$ cat src/hw/rtl/rau_pkg.sv
// Package for the rational arithmetic unit: action and status codes.
// No dependencies; imported by rational_arithmetic_unit.
`default_nettype none

package rau_pkg;

    typedef enum logic [2:0] {
        ACT_REDUCE  = 3'd0,
        ACT_ADD     = 3'd1,
        ACT_SUB     = 3'd2,
        ACT_MUL     = 3'd3,
        ACT_DIV     = 3'd4,
        ACT_EQUAL   = 3'd5,
        ACT_GREATER = 3'd6,
        ACT_LESS    = 3'd7
    } action_t;

    typedef enum logic [1:0] {
        ST_OK       = 2'd0,
        ST_ZERO_DEN = 2'd1,
        ST_DIV_ZERO = 2'd2,
        ST_OVERFLOW = 2'd3
    } status_t;

    localparam int FIELD_W   = 32;
    localparam int DEN_W     = 31;
    localparam int IN_DATA_W = 136;
    localparam int OUT_DATA_W = 72;

endpackage

`default_nettype wire

$ cat src/hw/rtl/rational_arithmetic_unit.sv
// Rational arithmetic unit top level: sequencer around one shared multiplier and
// one shared add/subtract unit. Depends on rau_pkg.
`default_nettype none

// Each input item holds an action and two fractions; one result item follows.
// An item is taken only when the unit is idle and then runs in order: the
// multiplier products an*bd, bn*ad, ad*bd (ad*bn for a divide) and an*bn, a
// combine step, a binary GCD (one shift or subtract per cycle) and two
// restoring divisions by the GCD (2*WIDTH quotient bits each), all on the same
// subtractor. Compares and errors skip the GCD and divisions. The result
// sits in an output register, and the next item is taken while it waits.
module rational_arithmetic_unit
    import rau_pkg::*;
#(
    parameter int WIDTH = 32
) (
    input  wire logic                  clk,
    input  wire logic                  rst_n,
    input  wire logic                  s_axis_tvalid,
    output logic                       s_axis_tready,
    // action[2:0], a_num[34:3], a_den[66:35], b_num[98:67], b_den[130:99], zero pad
    input  wire logic [IN_DATA_W-1:0]  s_axis_tdata,
    output logic                       m_axis_tvalid,
    input  wire logic                  m_axis_tready,
    // res_num[31:0], res_den[62:32], truth[63], status[65:64], zero pad
    output logic [OUT_DATA_W-1:0]      m_axis_tdata
);

    localparam int PW = 2 * WIDTH;
    localparam int AW = PW + 2;
    localparam int KW = $clog2(PW);

    typedef enum logic [2:0] {
        S_IDLE, S_MUL, S_COMB, S_GCD, S_DIVN, S_DIVD, S_OUT
    } state_t;

    function automatic logic [WIDTH-1:0] mag_of(input logic [WIDTH-1:0] f);
        return f[WIDTH-1] ? (~f + 1'b1) : f;
    endfunction

    state_t            state_reg;
    action_t           action_reg;
    logic [WIDTH-1:0]  an_reg, ad_reg, bn_reg, bd_reg;
    logic              an_neg_reg, bn_neg_reg;
    logic [1:0]        step_reg;
    logic [PW-1:0]     p0_reg, p1_reg, pd_reg, pm_reg;
    logic              neg_reg;
    logic [PW-1:0]     u_reg, v_reg, g_reg;
    logic [KW-1:0]     k_reg;
    logic [PW-1:0]     rem_reg, quo_reg, den_keep_reg, nq_reg, dq_reg;
    logic [KW-1:0]     cnt_reg;
    logic              frac_reg, truth_reg;
    status_t           status_reg;

    // Input field decode
    logic [FIELD_W-1:0] in_an, in_ad, in_bn, in_bd;
    logic [WIDTH-1:0]   fa_n, fa_d, fb_n, fb_d;
    assign in_an = s_axis_tdata[34:3];
    assign in_ad = s_axis_tdata[66:35];
    assign in_bn = s_axis_tdata[98:67];
    assign in_bd = s_axis_tdata[130:99];
    assign fa_n  = in_an[WIDTH-1:0];
    assign fa_d  = in_ad[WIDTH-1:0];
    assign fb_n  = in_bn[WIDTH-1:0];
    assign fb_d  = in_bd[WIDTH-1:0];

    assign s_axis_tready = (state_reg == S_IDLE);

    // Shared multiplier
    logic [WIDTH-1:0] mul_a, mul_b;
    logic [PW-1:0]    mul_p;
    always_comb
    begin
        case (step_reg)
            2'd0:    begin mul_a = an_reg; mul_b = bd_reg; end
            2'd1:    begin mul_a = bn_reg; mul_b = ad_reg; end
            2'd2:    begin mul_a = ad_reg; mul_b = (action_reg == ACT_DIV) ? bn_reg : bd_reg; end
            default: begin mul_a = an_reg; mul_b = bn_reg; end
        endcase
    end
    assign mul_p = PW'(mul_a) * PW'(mul_b);

    // Shared add/subtract unit
    logic          is_sub_act, same_sign, alu_sub;
    logic [AW-1:0] alu_a, alu_b, alu_res;
    logic          borrow, alu_zero;
    logic [PW-1:0] diff, neg_diff;
    logic [PW:0]   trial;

    assign is_sub_act = (action_reg == ACT_SUB);
    assign same_sign  = (an_neg_reg == (bn_neg_reg ^ is_sub_act));
    assign trial      = {rem_reg, quo_reg[PW-1]};

    always_comb
    begin
        alu_a   = AW'(p0_reg);
        alu_b   = AW'(p1_reg);
        alu_sub = 1'b1;
        case (state_reg)
            S_COMB:
            begin
                alu_sub = !((action_reg == ACT_ADD || action_reg == ACT_SUB) && same_sign);
            end
            S_GCD:
            begin
                alu_a = AW'(u_reg);
                alu_b = AW'(v_reg);
            end
            S_DIVN, S_DIVD:
            begin
                alu_a = AW'(trial);
                alu_b = AW'(g_reg);
            end
            default: ;
        endcase
    end

    assign alu_res  = alu_sub ? (alu_a - alu_b) : (alu_a + alu_b);
    assign borrow   = alu_res[AW-1];
    assign alu_zero = (alu_res == '0);
    assign diff     = alu_res[PW-1:0];
    assign neg_diff = ~diff + 1'b1;

    // Result formatting
    logic             ovf;
    logic [WIDTH-1:0] out_num;
    assign ovf     = (nq_reg[PW-1:WIDTH-1] != '0) || (dq_reg[PW-1:WIDTH-1] != '0);
    assign out_num = (neg_reg && nq_reg != '0) ? (~nq_reg[WIDTH-1:0] + 1'b1)
                                               : nq_reg[WIDTH-1:0];

    logic [OUT_DATA_W-1:0] out_data;
    always_comb
    begin
        out_data = '0;
        if (!frac_reg)
        begin
            out_data[63]    = truth_reg;
            out_data[65:64] = status_reg;
        end
        else if (ovf)
            out_data[65:64] = ST_OVERFLOW;
        else
        begin
            out_data[31:0]  = FIELD_W'(signed'(out_num));
            out_data[62:32] = DEN_W'(dq_reg[WIDTH-2:0]);
        end
    end

    logic cmp_eq, cmp_gt, cmp_lt;
    assign cmp_eq = (an_neg_reg == bn_neg_reg) && alu_zero;
    assign cmp_gt = (an_neg_reg != bn_neg_reg) ? bn_neg_reg
                  : (an_neg_reg ? (borrow && !alu_zero) : (!borrow && !alu_zero));
    assign cmp_lt = !cmp_eq && !cmp_gt;

    logic [PW-1:0] comb_num, comb_den;
    logic          comb_neg;
    always_comb
    begin
        comb_den = pd_reg;
        comb_neg = an_neg_reg ^ bn_neg_reg;
        comb_num = pm_reg;
        case (action_reg)
            ACT_REDUCE:
            begin
                comb_num = PW'(an_reg);
                comb_den = PW'(ad_reg);
                comb_neg = an_neg_reg;
            end
            ACT_ADD, ACT_SUB:
            begin
                if (same_sign)
                begin
                    comb_num = diff;
                    comb_neg = an_neg_reg;
                end
                else if (borrow)
                begin
                    comb_num = neg_diff;
                    comb_neg = !an_neg_reg;
                end
                else
                begin
                    comb_num = diff;
                    comb_neg = an_neg_reg;
                end
            end
            ACT_DIV:
            begin
                comb_num = p0_reg;
            end
            default: ;
        endcase
    end

    always_ff @(posedge clk or negedge rst_n)
    begin
        if (!rst_n)
        begin
            state_reg     <= S_IDLE;
            m_axis_tvalid <= 1'b0;
            step_reg      <= '0;
        end
        else
        begin
            if (state_reg == S_OUT && (!m_axis_tvalid || m_axis_tready))
                m_axis_tvalid <= 1'b1;
            else if (m_axis_tready)
                m_axis_tvalid <= 1'b0;
            case (state_reg)
                S_IDLE:
                begin
                    if (s_axis_tvalid)
                    begin
                        action_reg <= action_t'(s_axis_tdata[2:0]);
                        an_reg     <= mag_of(fa_n);
                        ad_reg     <= mag_of(fa_d);
                        bn_reg     <= mag_of(fb_n);
                        bd_reg     <= mag_of(fb_d);
                        an_neg_reg <= (fa_n != '0) && (fa_n[WIDTH-1] ^ fa_d[WIDTH-1]);
                        bn_neg_reg <= (fb_n != '0) && (fb_n[WIDTH-1] ^ fb_d[WIDTH-1]);
                        step_reg   <= '0;
                        state_reg  <= S_MUL;
                    end
                end
                S_MUL:
                begin
                    case (step_reg)
                        2'd0:    p0_reg <= mul_p;
                        2'd1:    p1_reg <= mul_p;
                        2'd2:    pd_reg <= mul_p;
                        default: pm_reg <= mul_p;
                    endcase
                    step_reg <= step_reg + 2'd1;
                    if (step_reg == 2'd3)
                        state_reg <= S_COMB;
                end
                S_COMB:
                begin
                    neg_reg <= comb_neg;
                    if (ad_reg == '0 || (action_reg != ACT_REDUCE && bd_reg == '0))
                    begin
                        frac_reg   <= 1'b0;
                        truth_reg  <= 1'b0;
                        status_reg <= ST_ZERO_DEN;
                        state_reg  <= S_OUT;
                    end
                    else if (action_reg == ACT_EQUAL || action_reg == ACT_GREATER
                             || action_reg == ACT_LESS)
                    begin
                        frac_reg   <= 1'b0;
                        truth_reg  <= (action_reg == ACT_EQUAL) ? cmp_eq
                                    : (action_reg == ACT_GREATER) ? cmp_gt : cmp_lt;
                        status_reg <= ST_OK;
                        state_reg  <= S_OUT;
                    end
                    else if (action_reg == ACT_DIV && bn_reg == '0)
                    begin
                        frac_reg   <= 1'b0;
                        truth_reg  <= 1'b0;
                        status_reg <= ST_DIV_ZERO;
                        state_reg  <= S_OUT;
                    end
                    else if (comb_num == '0)
                    begin
                        frac_reg   <= 1'b1;
                        truth_reg  <= 1'b0;
                        status_reg <= ST_OK;
                        nq_reg     <= '0;
                        dq_reg     <= PW'(1);
                        state_reg  <= S_OUT;
                    end
                    else
                    begin
                        frac_reg     <= 1'b1;
                        truth_reg    <= 1'b0;
                        status_reg   <= ST_OK;
                        u_reg        <= comb_num;
                        v_reg        <= comb_den;
                        quo_reg      <= comb_num;
                        den_keep_reg <= comb_den;
                        k_reg        <= '0;
                        state_reg    <= S_GCD;
                    end
                end
                S_GCD:
                begin
                    if (alu_zero)
                    begin
                        g_reg     <= u_reg << k_reg;
                        rem_reg   <= '0;
                        cnt_reg   <= '0;
                        state_reg <= S_DIVN;
                    end
                    else if (!u_reg[0] && !v_reg[0])
                    begin
                        u_reg <= u_reg >> 1;
                        v_reg <= v_reg >> 1;
                        k_reg <= k_reg + 1'b1;
                    end
                    else if (!u_reg[0])
                        u_reg <= u_reg >> 1;
                    else if (!v_reg[0])
                        v_reg <= v_reg >> 1;
                    else if (borrow)
                        v_reg <= neg_diff;
                    else
                        u_reg <= diff;
                end
                S_DIVN, S_DIVD:
                begin
                    // one quotient bit per cycle
                    if (cnt_reg == KW'(PW - 1))
                    begin
                        cnt_reg <= '0;
                        rem_reg <= '0;
                        if (state_reg == S_DIVN)
                        begin
                            nq_reg    <= {quo_reg[PW-2:0], !borrow};
                            quo_reg   <= den_keep_reg;
                            state_reg <= S_DIVD;
                        end
                        else
                        begin
                            dq_reg    <= {quo_reg[PW-2:0], !borrow};
                            state_reg <= S_OUT;
                        end
                    end
                    else
                    begin
                        cnt_reg <= cnt_reg + 1'b1;
                        rem_reg <= borrow ? trial[PW-1:0] : diff;
                        quo_reg <= {quo_reg[PW-2:0], !borrow};
                    end
                end
                S_OUT:
                begin
                    if (!m_axis_tvalid || m_axis_tready)
                    begin
                        m_axis_tdata <= out_data;
                        state_reg    <= S_IDLE;
                    end
                end
                default: state_reg <= S_IDLE;
            endcase
        end
    end

`ifndef ASSERT_OFF
    a_accept_starts: assert property (@(posedge clk) disable iff (!rst_n)
        (s_axis_tvalid && s_axis_tready) |=> (state_reg == S_MUL))
        else $error("accepted item did not start the multiply sequence");

    a_gcd_nonzero: assert property (@(posedge clk) disable iff (!rst_n)
        (state_reg == S_GCD) |-> (u_reg != '0 && v_reg != '0))
        else $error("GCD operand became zero");

    a_err_zero: assert property (@(posedge clk) disable iff (!rst_n)
        (m_axis_tvalid && m_axis_tdata[65:64] != ST_OK)
            |-> (m_axis_tdata[63:0] == '0))
        else $error("error result carries non-zero fields");

    a_truth_cmp: assert property (@(posedge clk) disable iff (!rst_n)
        (m_axis_tvalid && m_axis_tdata[63]) |-> (m_axis_tdata[62:0] == '0))
        else $error("truth set on an arithmetic result");
`endif

endmodule

`default_nettype wire
$ cat config.mk
export PLATFORM = sky130hd
export DESIGN_NAME = rational_arithmetic_unit
export DESIGN_NICKNAME = d
export VERILOG_FILES = /design/src/hw/rtl/rau_pkg.sv /design/src/hw/rtl/rational_arithmetic_unit.sv
export SDC_FILE = /design/constraint.sdc
export NUM_CORES = 2
export LEC_CHECK = 0
export BUFFER_PORTS_ARGS = -buffer_cell sky130_fd_sc_hd__buf_2
export CELL_PAD_IN_SITES_DETAIL_PLACEMENT = 0
export CELL_PAD_IN_SITES_GLOBAL_PLACEMENT = 1
export CORE_MARGIN = 4
export CORE_UTILIZATION = 50
export DETAILED_ROUTE_END_ITERATION = 8
export GPL_ROUTABILITY_DRIVEN = 0
export GPL_TIMING_DRIVEN = 1
export PLACE_DENSITY = 0.87
export SLEW_MARGIN = 5
export SYNTH_ARGS = -nofsm -noshare
export SYNTH_HDL_FRONTEND = slang
export SYNTH_SLANG_ARGS = --single-unit
$ cat constraint.sdc
create_clock -name clk -period 37.7 [get_ports clk]
set_input_delay 9.425 -clock clk [delete_from_list [all_inputs] [get_ports clk]]
set_output_delay 9.425 -clock clk [all_outputs]
set_load 0.02 [all_outputs]
======== Yosys cells after proc, flatten, opt, wreduce, memory -nomap -nowiden ========
Index checks and enable logic that the tools add are counted.
word-level totals
  register bits ........................... 990
  logic and storage cells ................. 271
cells by class
  $add $sub $neg .......................... 11
  $mul .................................... 1
  eq/ne operators ......................... 38
  shifts and indexed selects .............. 1
  muxes and demuxes ....................... 94
  bitwise operators ....................... 16
  reductions and logical operators ........ 72
operator list
  kind                                                              number
  64-bit two-way mux                                                38
  64-bit one-hot mux with 2 select lines                            7
  64-bit one-hot mux with 3 select lines                            1
  32-bit by 1-bit adder with 32-bit output (second input constant)  5
  32-bit NOT                                                        5
  65-bit one-hot mux with 2 select lines                            1
  31-bit two-way mux                                                4
  32-bit zero test                                                  3
  32-bit one-hot mux with 3 select lines                            1
  66-bit adder                                                      1
  66-bit zero test                                                  1
  66-bit two-way mux                                                1
  33-bit nonzero test                                               2
  66-bit subtractor                                                 1
  64-bit by 1-bit adder with 64-bit output (second input constant)  1
  64-bit zero test                                                  1
  32-bit by 32-bit multiplier with 64-bit output                    1
  32-bit two-way mux                                                2
  64-bit NOT                                                        1
  32-bit one-hot mux with 2 select lines                            1
  32-bit nonzero test                                               2
  64-bit nonzero test                                               1
  64-bit by 6-bit left shift with 64-bit output                     1
  6-bit two-way mux                                                 8
  39 further kinds                                                  143

======== Logic depth before layout (Yosys ltp) ========
  depth after elaboration ................. 18
  mapped depth ............................ 43
  mapped depth without buffers ............ 38

======== Least setup slack after synthesis ========
OpenSTA, ideal clock, no wires.
  path type ............................... input -> register
  from .................................... in rst_n
  to ...................................... reg quo_reg[0], enable pin
  arrival ................................. 14545 ps
  required time ........................... 37110 ps
  setup slack ............................. 22565 ps
  stages .................................. 3
  path buffers ............................ 1
  path through ............................ clkbuf_1 > o211ai_1 > a221oi_1
on the way
  longest elaborated chain between the ends .. 1
ends and longest elaborated chain
  what                           line                             text
  start, declared                rational_arithmetic_unit.sv:18   input wire logic rst_n,
  7-bit AND reduction (no line)  n/a
  end signal, assigned           rational_arithmetic_unit.sv:279  quo_reg <= comb_num;
  end signal, assigned           rational_arithmetic_unit.sv:319  quo_reg <= den_keep_reg;
  end signal, assigned           rational_arithmetic_unit.sv:332  quo_reg <= {quo_reg[PW-2:0], !borrow};
  end, declared                  rational_arithmetic_unit.sv:50   logic [PW-1:0] rem_reg, quo_reg, den_keep_reg, nq_reg, dq_reg;
Every way passes these cells.
A chain may end at the register's enable or synchronous reset.

======== Final worst setup path ========
  from .................................... reg state_reg[2]
  to ...................................... reg nq_reg[58], enable pin
on the way
  longest elaborated chain between the ends .. 13
  elaborated cells between the ends (all ways) .. 25
ends and longest elaborated chain
  what                                                                                              line                                                                                              text
  start, declared                                                                                   rational_arithmetic_unit.sv:41                                                                    state_t state_reg;
  start signal, assigned                                                                            rational_arithmetic_unit.sv:199                                                                   state_reg <= S_IDLE;
  start signal, assigned                                                                            rational_arithmetic_unit.sv:222                                                                   state_reg <= S_MUL;
  start signal, assigned                                                                            rational_arithmetic_unit.sv:235                                                                   state_reg <= S_COMB;
  3-bit == test, on equally long branches                                                           rational_arithmetic_unit.sv:99, rational_arithmetic_unit.sv:209, rational_arithmetic_unit.sv:316
  2-bit OR reduction                                                                                rational_arithmetic_unit.sv:99, rational_arithmetic_unit.sv:209
  65-bit one-hot mux with 2 select lines or 64-bit one-hot mux with 2 select lines (tied branches)  rational_arithmetic_unit.sv:99                                                                    case (state_reg)
  66-bit adder or 66-bit subtractor (tied branches)                                                 rational_arithmetic_unit.sv:118                                                                   assign alu_res = alu_sub ? (alu_a - alu_b) : (alu_a + alu_b);
  66-bit two-way mux                                                                                rational_arithmetic_unit.sv:118
  64-bit NOT                                                                                        rational_arithmetic_unit.sv:122                                                                   assign neg_diff = ~diff + 1'b1;
  64-bit by 1-bit adder with 64-bit output                                                          rational_arithmetic_unit.sv:122
  64-bit two-way mux                                                                                rational_arithmetic_unit.sv:176                                                                   else if (borrow)
  64-bit two-way mux                                                                                rational_arithmetic_unit.sv:171                                                                   if (same_sign)
  64-bit one-hot mux with 3 select lines                                                            rational_arithmetic_unit.sv:162                                                                   case (action_reg)
  64-bit zero test                                                                                  rational_arithmetic_unit.sv:263                                                                   else if (comb_num == '0)
  2-bit != test (no line)                                                                           n/a
  8-bit AND reduction (no line) (*)                                                                 n/a
  end signal, assigned                                                                              rational_arithmetic_unit.sv:318                                                                   nq_reg <= {quo_reg[PW-2:0], !borrow};
  end, declared                                                                                     rational_arithmetic_unit.sv:50
Every way passes the cells marked *; elsewhere a longest branch is shown, timed or not.

==> results.cfg <==
[floorplanning]
fp.coreArea_um2 = 182000
start_util_pct = 50.5
chipWidth_um = 436
ioPinCount = 214
num_rows = 156
die-area_um2 = 190000
fp.dieH_um = 436

[sta]
period_minus_slack_ns = 16.17
tns_ns = 0
rsz0062_at_grt = false
setup_viol = 0
setup_slack_ns = 21.53
drv_slew = 0
max_slew.worst_pin.slew_ns = 1.48
skew_ns = 0.0983
max_slew_margin_pct = 1.30
min_period_over_period_pct = 42.9
fmax_mhz = 61.8
final-hold-violation-count = 0

[clocking]
hold_buffers = 0
cts_max_level = 3
cts.sinks = 990
worst_skew_pair.late_latency_ns = 0.80
cts_tree = built
post_cts_buffers = 0
clk_pin_slew_ns = 0.07
ctsResizeCount = 0
numCtsBuffers = 104
cts-root-buf = clkbuf_16
clk_path_buf_depth = 3

[place]
post-place-ws_ns = 22.39
numPortBuffers = 202
dp.cells = 11900
dpl.hpwl_mm = 259

[global_routing]
grt_use_total_pct = 35.7
grt_pass1_wl_mm = 503
gr-total-overflow = 0
antenna_found_initial = 24
grt_max_degree = 118
grt_pass1_vias = 76700

[worst_setup_path]
reg2reg_depth = 35
cp_slowest_cell = o311ai_0
worstSetupPathType = reg -> reg
cp_data_arrival_time_ns = 16.56
cp_max_fo = 64
startpoint = state_reg[2]$_DFFE_PN0P_
cp.required_ns = 38.09
cpPeakStageDelay_ns = 0.96
ff2ff_setup_slack_ns = 21.53
worst_r2r_endpoint = nq_reg[58]$_SDFFCE_PP0P_
cp-start-kind = flop
crit_end = nq_reg[58]$_SDFFCE_PP0P_
rr_startpoint = state_reg[2]$_DFFE_PN0P_
cp-end-kind = flop

[worst_hold_path]
hold_class = reg -> reg
hold_start = pd_reg[62]$_DFFE_PP_

[finish]
final_cells = 12100
top_register = m_axis_tdata
area_growth_pct = 7.90
largest_reg_flops = 66
drive_gt1_share_pct = 8.52
fin_nets = 11000
nFillCells = 15900

[synth]
syn_avg_cell_area_um2 = 9.44
ys_warn_count = 0
yosysSeqAreaShare_pct = 32.4
ys_seq_elements = 990
netlist_area_um2 = 91600
synth-edff-count = 984
syn_inst = 9707
yosys.area.top_type = edfxtp_1
synthFlopType = edfxtp_1
synth_top_cell_area_share_pct = 32.2
synth_most_common_cell = nand2_1
synth_top_cells_by_count = nand2_1 (1,749), inv_1 (1,047), edfxtp_1 (984), fa_1 (897), nor2_1 (732)
async_flop_share_pct = 0.606
synth.area.top_cells = edfxtp_1 (32%), fa_1 (20%), nand2_1 (7.2%)
ys_types = 107

[drt]
avgViaCountPerCell = 6.52
drc = 2
ant_nets = 0
vias = 79000
wl_mm = 349
drtIter0Drc = 11300
drt-pass1-iter-count = 9
wl_per_cell_um = 28.8

[flow_run]
drv_cap = 0

[status]
violations = DRC
outcome = finished with violations
-- cell type report --
cell class | instances | area, um2 | area share [%]
multi-input combinational | 7088 | 56300 | 56.9
sequential | 990 | 29700 | 30.0
inverter | 1051 | 3950 | 3.99
tap | 2370 | 2970 | 3.00
clock buffer | 124 | 2680 | 2.71
timing repair buffer | 404 | 2540 | 2.57
clock inverter | 71 | 712 | 0.720
antenna | 20 | 50.0 | 0.0506
-- per-layer routing --
layer  track usage (%)  vias to the layer above  wire [um]
met1              44.0                    38800     121000
li1                  -                    32900          -
met5             0.277                        -        234
met4              21.9                       20      27500
met3              14.7                     1418      53900
met2              52.3                     5947     146000
-- worst max-delay path, delay by kind of cell (launching register included) --
family                   cells  cell delay, ns
AND/OR/NAND/NOR             20            7.18
AO/OA/AOI/OAI                8            4.55
buffers and inverters        4            1.87
flip-flops                   1            0.80
multiplexers                 1            0.44
adder cells (fa/ha/maj)      1            0.42
XOR/XNOR                     1            0.37
-- placed cells by master (no fill, tap or decap), types with 27 or more instances in the layout --
| cell | n |
|---|---|
| a31oi_1 | 104 |
| o31ai_1 | 55 |
| o22ai_1 | 28 |
| nor2b_1 | 58 |
| or2_2 | 28 |
| a21oi_1 | 429 |
| nand2_1 | 1743 |
| fa_1 | 897 |
| or3_1 | 61 |
| a21oi_2 | 37 |
| nor2_1 | 724 |
| o21a_1 | 64 |
| buf_2 | 202 |
| and2_1 | 193 |
| xnor2_1 | 272 |
| a211oi_1 | 98 |
| nor3_1 | 120 |
| edfxtp_1 | 984 |
| a221o_1 | 27 |
| mux2i_1 | 126 |
| inv_1 | 1044 |
| mux2_2 | 32 |
| or4_1 | 36 |
| clkinv_1 | 28 |
| mux4_2 | 50 |
| a21o_1 | 114 |
| a22oi_1 | 171 |
| and3_1 | 106 |
| clkbuf_16 | 104 |
| ha_1 | 344 |
| nand2b_1 | 43 |
| nand4_1 | 61 |
| nor4_1 | 81 |
| xor2_1 | 130 |
| nand3_1 | 86 |
| o21ai_0 | 318 |
| buf_4 | 201 |
-- stage by stage --
step,cell area (um2),util (%),hold slack [ns]
global route,98800,54.4,0.521
detailed placement,95400,52.6,0.502
floorplan,91600,-,0.497
CTS,98800,54.4,0.480
global placement,95400,52.6,0.503
finish,98900,54.5,0.483
-- cell families (layout without fill, tap and decap cells) --
| family | count (synthesis) | after routing | share of synthesized area, % |
|---|---|---|---|
| multiplexers | 208 | 208 | 3.00 |
| other | 1 | 26 | 0.00409 |
| AND/OR/NAND/NOR | 3452 | 3452 | 16.9 |
| buffers and inverters | 1634 | 1650 | 6.79 |
| flip-flops | 990 | 990 | 32.4 |
| adder cells (fa/ha/maj) | 1244 | 1244 | 24.3 |
| XOR/XNOR | 406 | 406 | 3.88 |
| AO/OA/AOI/OAI | 1772 | 1772 | 12.7 |
-- worst min path at each step --
stage | slack, ns | cells after the start | end
6_report | 0.48 | 1 | den_keep_reg[62]$_DFFE_PP_
5_1_grt | 0.52 | 1 | den_keep_reg[62]$_DFFE_PP_
4_1_cts | 0.48 | 1 | den_keep_reg[62]$_DFFE_PP_
3_5_place_dp | 0.50 | 1 | m_axis_tdata[33]$_SDFFCE_PP0P_
3_3_place_gp | 0.50 | 1 | m_axis_tdata[50]$_SDFFCE_PP0P_
2_1_floorplan | 0.50 | 1 | m_axis_tdata[32]$_SDFFCE_PP0P_
Power is left out: the tool's default activity adds up to more than one toggle a clock period on the data nets, which glitch-free logic cannot reach.
